File: config.mk
export PLATFORM = sky130hd
export DESIGN_NAME = pst_cell
export DESIGN_NICKNAME = d
export VERILOG_FILES = /design/src/hdl/position_stats_table_defines.svh /design/src/hdl/pst_pkg.sv /design/src/hdl/pst_cell.sv
export SDC_FILE = /design/constraint.sdc
export NUM_CORES = 1
export LEC_CHECK = 0
export BUFFER_PORTS_ARGS = -buffer_cell sky130_fd_sc_hd__buf_4
export CELL_PAD_IN_SITES_DETAIL_PLACEMENT = 1
export CELL_PAD_IN_SITES_GLOBAL_PLACEMENT = 2
export CORE_ASPECT_RATIO = 0.6
export CORE_MARGIN = 2
export CORE_UTILIZATION = 32
export CTS_CLUSTER_DIAMETER = 30
export CTS_CLUSTER_SIZE = 28
export DETAILED_ROUTE_END_ITERATION = 6
export GPL_TIMING_DRIVEN = 0
export PLACE_DENSITY_LB_ADDON = 0.1
export SLEW_MARGIN = 20
export SYNTH_ARGS = -nofsm -noshare
export SYNTH_HDL_FRONTEND = slang
export SYNTH_SLANG_ARGS = --single-unit
File: constraint.sdc
create_clock -name clock -period 12 [get_ports clock]
set_clock_uncertainty 0.15 [all_clocks]
set_input_delay 2.4 -clock clock [delete_from_list [all_inputs] [get_ports clock]]
set_output_delay 2.4 -clock clock [all_outputs]
set_load 0.05 [all_outputs]
File: src/hdl/position_stats_table_defines.svh
// Assertion helpers for the position statistics table.
`ifndef POSITION_STATS_TABLE_DEFINES_SVH
`define POSITION_STATS_TABLE_DEFINES_SVH
// Implication checked on every rising clock edge outside reset.
`define PST_ASSERT_IMP(label, clk, rst, lhs, rhs, msg) \
   label: assert property (@(posedge clk) disable iff (rst) (lhs) |-> (rhs)) else $error(msg);
// Next-cycle implication checked outside reset.
`define PST_ASSERT_NEXT(label, clk, rst, lhs, rhs, msg) \
   label: assert property (@(posedge clk) disable iff (rst) (lhs) |=> (rhs)) else $error(msg);
`endif

File: src/hdl/pst_pkg.sv
`default_nettype none
package pst_pkg;
   localparam int Capacity = 32;
   localparam int IdxW = $clog2(Capacity);
   localparam int FillW = $clog2(Capacity + 1);

   typedef enum logic [1:0] {
      KIND_PROBE = 2'd0,
      KIND_ECHO  = 2'd1,
      KIND_CLEAR = 2'd2,
      KIND_NONE  = 2'd3
   } kind_type;

   typedef struct packed {
      logic [15:0]        probes;
      logic [15:0]        echoes;
      logic [15:0]        samples;
      logic signed [31:0] rssi_sum;
      logic signed [11:0] rssi_min;
      logic signed [11:0] rssi_max;
      logic signed [31:0] snr_sum;
      logic signed [11:0] snr_min;
      logic signed [11:0] snr_max;
   } stats_type;

   // Command broadcast to every cell for one event.
   typedef struct packed {
      logic               lookup;
      logic               update;
      logic               clear;
      logic               take;
      logic [IdxW-1:0]    target;
      kind_type           kind;
      logic [15:0]        position;
      logic signed [11:0] rssi;
      logic signed [11:0] snr;
   } cmd_type;

   // Travels down the chain: first match found so far and its data.
   typedef struct packed {
      logic            hit;
      logic [IdxW-1:0] index;
      stats_type       stats;
   } link_type;
endpackage
`default_nettype wire

File: src/hdl/pst_cell.sv
`default_nettype none
module pst_cell (
   input  wire logic              clock,
   input  wire logic              reset,
   input  wire logic [pst_pkg::IdxW-1:0] my_index,
   input  wire pst_pkg::cmd_type  cmd,
   input  wire pst_pkg::link_type link_in,
   output pst_pkg::link_type      link_out,
   output pst_pkg::stats_type     stats
);
   import pst_pkg::*;

   logic        valid_ff, valid_in;
   logic [15:0] pos_ff;
   stats_type   stats_ff, stats_in;
   logic        match;

   assign match = valid_ff && (pos_ff == cmd.position);
   assign stats = stats_ff;

   always_comb begin
      link_out = link_in;
      if (!link_in.hit && match) begin
         link_out.hit   = 1'b1;
         link_out.index = my_index;
         link_out.stats = stats_ff;
      end
   end

   always_comb begin
      stats_type b;
      valid_in = valid_ff;
      b = stats_ff;
      if (cmd.take) b = '0;
      stats_in = b;
      if (cmd.clear) valid_in = 1'b0;
      else if (cmd.update && cmd.target == my_index) begin
         valid_in = 1'b1;
         if (cmd.kind == KIND_PROBE) begin
            stats_in.probes  = b.probes + 16'd1;
            stats_in.samples = b.samples + 16'd1;
            stats_in.rssi_sum = b.rssi_sum + 32'(cmd.rssi);
            stats_in.snr_sum  = b.snr_sum + 32'(cmd.snr);
            if (b.samples == 16'd0) begin
               stats_in.rssi_min = cmd.rssi; stats_in.rssi_max = cmd.rssi;
               stats_in.snr_min  = cmd.snr;  stats_in.snr_max  = cmd.snr;
            end else begin
               if (cmd.rssi < b.rssi_min) stats_in.rssi_min = cmd.rssi;
               if (cmd.rssi > b.rssi_max) stats_in.rssi_max = cmd.rssi;
               if (cmd.snr < b.snr_min) stats_in.snr_min = cmd.snr;
               if (cmd.snr > b.snr_max) stats_in.snr_max = cmd.snr;
            end
         end else begin
            stats_in.echoes = b.echoes + 16'd1;
         end
      end
   end

   always_ff @(posedge clock) begin
      if (reset) begin
         valid_ff <= 1'b0;
      end else begin
         valid_ff <= valid_in;
      end
      if (cmd.update && cmd.target == my_index) begin
         stats_ff <= stats_in;
         pos_ff   <= cmd.position;
      end
   end
endmodule
`default_nettype wire

## Word level (Yosys, flattened, before mapping)

Index checks and enable logic that the tools add are counted.

- Register bits: 177
- Latch bits: 0
- Memory bits (writable): 0
- Memory bits (read-only): 0
- Bits of input ports: 224
- Output and inout bits: 326
- Word-level logic and storage cells: 41
- Memories: 0

- Add/sub/neg operators: 5
- Multiply operators: 0
- Divide/modulo/power cells: 0
- Order comparisons: 4
- Equal/unequal tests: 2
- Shift operators: 0
- Muxes and demuxes: 12
- Bitwise gates (word level): 0
- Reduce and logical (&&, ||, !) cells: 7

Operators by type and width:

| operator | number |
|---|---|
| 160-bit two-way mux | 2 |
| 166-bit two-way mux | 1 |
| 128-bit two-way mux | 1 |
| 32-bit by 12-bit adder with 32-bit output | 2 |
| 16-bit by 1-bit adder with 16-bit output, second input constant | 3 |
| 12-bit two-way mux | 4 |
| 24-bit two-way mux | 2 |
| 16-bit two-way mux | 2 |
| 12-bit greater-than comparator | 2 |
| 12-bit less-than comparator | 2 |
| 16-bit == test | 1 |
| 16-bit zero test | 1 |
| 5-bit == test | 1 |
| 1-bit logical AND | 3 |
| 2-bit zero test | 1 |
| 2-bit OR reduction | 1 |
| 1-bit zero test | 1 |

## Logic depth before layout (Yosys ltp)

- Word-level depth: 6
- Depth in mapped cells: 15
- Mapped depth without buffers: 12

## Worst setup path before layout

No wires, ideal clock.

- Kind: in2reg
- From: input port my_index[1] (netlist bit)
- To: register pos_ff[0] (enable)
- Setup time: 0.560 ns
- Arrival: 6.901 ns
- Data required time: 11.290 ns
- Path slack: 4.389 ns
- Stages: 3
- Path buffers: 0
- Cells stage by stage: xor2_1 > nor4_1 > and3_1

- Cells in the longest elaborated chain, start to end: 2

RTL lines:

| item | line | RTL |
|---|---|---|
| from (decl) | pst_cell.sv:5 | `input wire logic [pst_pkg::IdxW-1:0] my_index,` |
| 5-bit == test | pst_cell.sv:65 | `if (cmd.update && cmd.target == my_index) begin` |
| 1-bit logical AND | pst_cell.sv:65 |  |
| to (signal assigned) | pst_cell.sv:67 | `pos_ff <= cmd.position;` |
| to (decl) | pst_cell.sv:14 | `logic [15:0] pos_ff;` |

Every way passes these cells.
A chain may end at the register's enable or synchronous reset.

==> results.json <==
{
  "design_area_um2": 20370,
  "cts_tree": "done",
  "synth_area_um2": 14800,
  "hold_start": "valid_ff$_SDFFE_PP0P_",
  "rr_worst_depth": 12,
  "powerDensity_nw_per_um2": 88.91,
  "synth-compound-area-share": 0.1254,
  "synth_cells": 1499,
  "setup_viol": 0,
  "endpoint_kind": "output port",
  "start_util": 0.3275,
  "io_buffers": 548,
  "die_y_um": 170.6,
  "drive_gt1_frac": 0.3754,
  "ys_warn_count": 0,
  "synth_top_family_by_area": "simple AND/OR/NAND/NOR gates",
  "ir_worst_vdd_v": 0.00009306,
  "crit_type": "input pin to output port",
  "clock-sinks": 177,
  "routed_via_density": 5.149,
  "cp_max_fo": 10,
  "synthSimpleGateAreaFrac": 0.1708,
  "ant_nets": 0,
  "synthAdderAreaFrac": 0.09738,
  "wl_per_cell_um": 22.24,
  "cp.arrival_ns": 5.70,
  "postSynth.asyncResetShare": 0,
  "start_kind": "input pin",
  "period_minus_slack_ns": 8.253,
  "synth_flop_cell": "edfxtp_1",
  "clock_latency_ns": 0.47,
  "first_pass_iters": 5,
  "area_growth_pct": 37.62,
  "fp-row-count": 60,
  "floorplan.die_area_um2": 48050,
  "layout_commonest_cell": "buf_4",
  "post_cts_buffers": 0,
  "layout_common_cells": "548 x buf_4, 176 x mux2_2, 176 x edfxtp_1, 144 x nand2_1, 112 x ha_1",
  "ys_seq_area_frac": 0.3584,
  "synth-seq-cells": 177,
  "synthMuxAreaShare": 0.1525,
  "cts_resized": 0,
  "place_area_um2": 19790,
  "grt_max_degree": 44,
  "synth_edf_count": 176,
  "fin_nets": 2408,
  "h-tree-depth": 4,
  "hold_path_end": "valid_ff$_SDFFE_PP0P_",
  "grt_use_total": 0.2432,
  "slew_headroom": 0.2213,
  "worst_slew_pin_slew_ns": 1.168,
  "dp_hpwl_mm": 47.76,
  "synth.avg_cell_area_um2": 9.874,
  "rrSetupSlack_ns": 7.90,
  "cts_buffers": 17,
  "setup_tns_ns": 0,
  "synth_xor_area_frac": 0.06746,
  "status": "complete, no violations",
  "crit_required_ns": 9.45,
  "reg2reg_to": "stats[54]$_DFFE_PP_",
  "vias": 13920,
  "core_um2": 45190,
  "antennaDiodeCount": 0,
  "routed_wl_mm": 60.12,
  "rr_startpoint": "stats[24]$_DFFE_PP_",
  "worstHoldPathType": "register to register",
  "hold_viol": 0,
  "clockBufferDepth": 2,
  "path_clk_slew_ns": 0.09,
  "grt_pass1_vias": 14220,
  "finalMaxSlewViolations": 0,
  "globalplace.congestion": 0.8234,
  "drc_errors": 0,
  "rsz0062_at_grt": "no",
  "max_freq_mhz": 121.2,
  "maxCapViolCount": 0,
  "grt.overflow.total": 0,
  "root_buffer": "clkbuf_16",
  "cellLeakagePower_nw": 8.689,
  "die_w_um": 281.7,
  "io_pins": 550,
  "drt_iter0_drc": 862,
  "holdBufCountCts": 0,
  "whs_path_depth": 2,
  "syn-num-nets": 1837,
  "yosys.cell_types.count": 68,
  "grt_pass1_wl_mm": 88.71,
  "antenna_found_initial": 2,
  "finalCritPeriodShare": 0.6878
}
-- cell type report --
| class | instances | area, µm² |
|---|---|---|
| Buffer | 63 | 251.5 |
| Clock buffer | 17 | 425.4 |
| Clock inverter | 15 | 158.9 |
| Fill cell | 5218 | 24820 |
| Inverter | 44 | 165.2 |
| Multi-Input combinational cell | 1215 | 9086 |
| Sequential cell | 177 | 5305 |
| Tap cell | 620 | 775.7 |
| Timing Repair Buffer | 552 | 4202 |
-- synth_stat cells (3+ instances only) --
cell | count | share of area
a211o_1 | 4 | 0.0024
a211oi_1 | 11 | 0.0056
a21boi_0 | 3 | 0.0015
a21o_1 | 41 | 0.021
a21oi_1 | 72 | 0.024
a31oi_1 | 8 | 0.0034
a32oi_1 | 3 | 0.0018
a41oi_1 | 3 | 0.0018
and2_1 | 4 | 0.0017
and3_1 | 17 | 0.0072
buf_1 | 4 | 0.0010
buf_2 | 5 | 0.0017
clkbuf_1 | 53 | 0.013
edfxtp_1 | 176 | 0.36
ha_1 | 112 | 0.095
inv_1 | 44 | 0.011
mux2_2 | 176 | 0.13
mux2i_1 | 26 | 0.018
nand2_1 | 144 | 0.037
nand2b_1 | 64 | 0.027
nand3_1 | 32 | 0.011
nand4_1 | 23 | 0.0097
nor2_1 | 55 | 0.014
nor2b_1 | 89 | 0.038
nor3_1 | 14 | 0.0047
nor3b_1 | 10 | 0.0051
nor4_1 | 6 | 0.0025
nor4b_1 | 5 | 0.0030
o211ai_1 | 10 | 0.0051
o21a_1 | 6 | 0.0030
o21ai_0 | 102 | 0.034
o21ai_1 | 3 | 0.0010
o21bai_1 | 6 | 0.0030
o31ai_1 | 4 | 0.0020
or3_1 | 12 | 0.0051
or4_1 | 3 | 0.0015
xnor2_1 | 75 | 0.044
xor2_1 | 39 | 0.023
-- stage by stage --
step | setup WS [ns] | total power (W) | utilization | instances | hold slack, ns
global route | 3.376 | 0.001887 | 0.4507 | 2703 | 0.4244
CTS | 3.666 | 0.001826 | 0.4507 | 2703 | 0.3588
global placement | 1.378 | 0.001220 | 0.4357 | 2667 | 0.3416
floorplan | 4.389 | 0.001038 | - | 1499 | 0.3169
detailed placement | 3.686 | 0.001230 | 0.4378 | 2671 | 0.3402
finish | 3.747 | 0.001811 | 0.4507 | 2703 | 0.3594
-- critical path, stage by stage --
cell	delay, ns
buf_4	0.12
xor2_1	0.15
nor4_1	0.35
nand4_1	0.17
nor2_1	0.18
clkbuf_1	0.88
clkbuf_1	0.82
mux2_2	0.42
buf_4	0.19
-- cell families after synthesis --
group / after synthesis
AO/OA/AOI/OAI: 298
XOR/XNOR: 114
adder cells (fa/ha/maj): 114
buffers and inverters: 107
flip-flops: 177
multiplexers: 203
AND/OR/NAND/NOR: 486
-- power by group --
group          leakage (nW)  internal (W)  switching, W
Clock                 0.288      0.000282      0.000311
Sequential             1.62      0.000688    0.00000710
Combinational          6.79      0.000205      0.000319
-- routing by layer --
layer / global-route usage / routed length (µm) / vias up
li1: - / - / 6638
met1: 0.3587 / 29830 / 6931
met2: 0.3755 / 27110 / 302
met3: 0.03496 / 2313 / 46
met4: 0.05111 / 847 / 2
met5: 0 / 12 / -
-- worst max-delay path by stage --
stage / start / endpoint / slack (ns) / cells after the start
4_1_cts: cmd[27] / link_out[114] / 3.67 / 10
3_5_place_dp: cmd[24] / link_out[114] / 3.69 / 10
2_1_floorplan: my_index[1] / pos_ff[0]$_DFFE_PP_ / 4.39 / 3
6_report: cmd[26] / link_out[105] / 3.75 / 9
5_1_grt: cmd[36] / link_out[106] / 3.38 / 10
3_3_place_gp: my_index[1] / stats[63]$_DFFE_PP_ / 1.38 / 4
-- state kept, by name (all words and copies together) (netlist names) --
register and cells:
stats 160, valid_ff 1, pos_ff 16
Power figures use the tool's default switching activity.
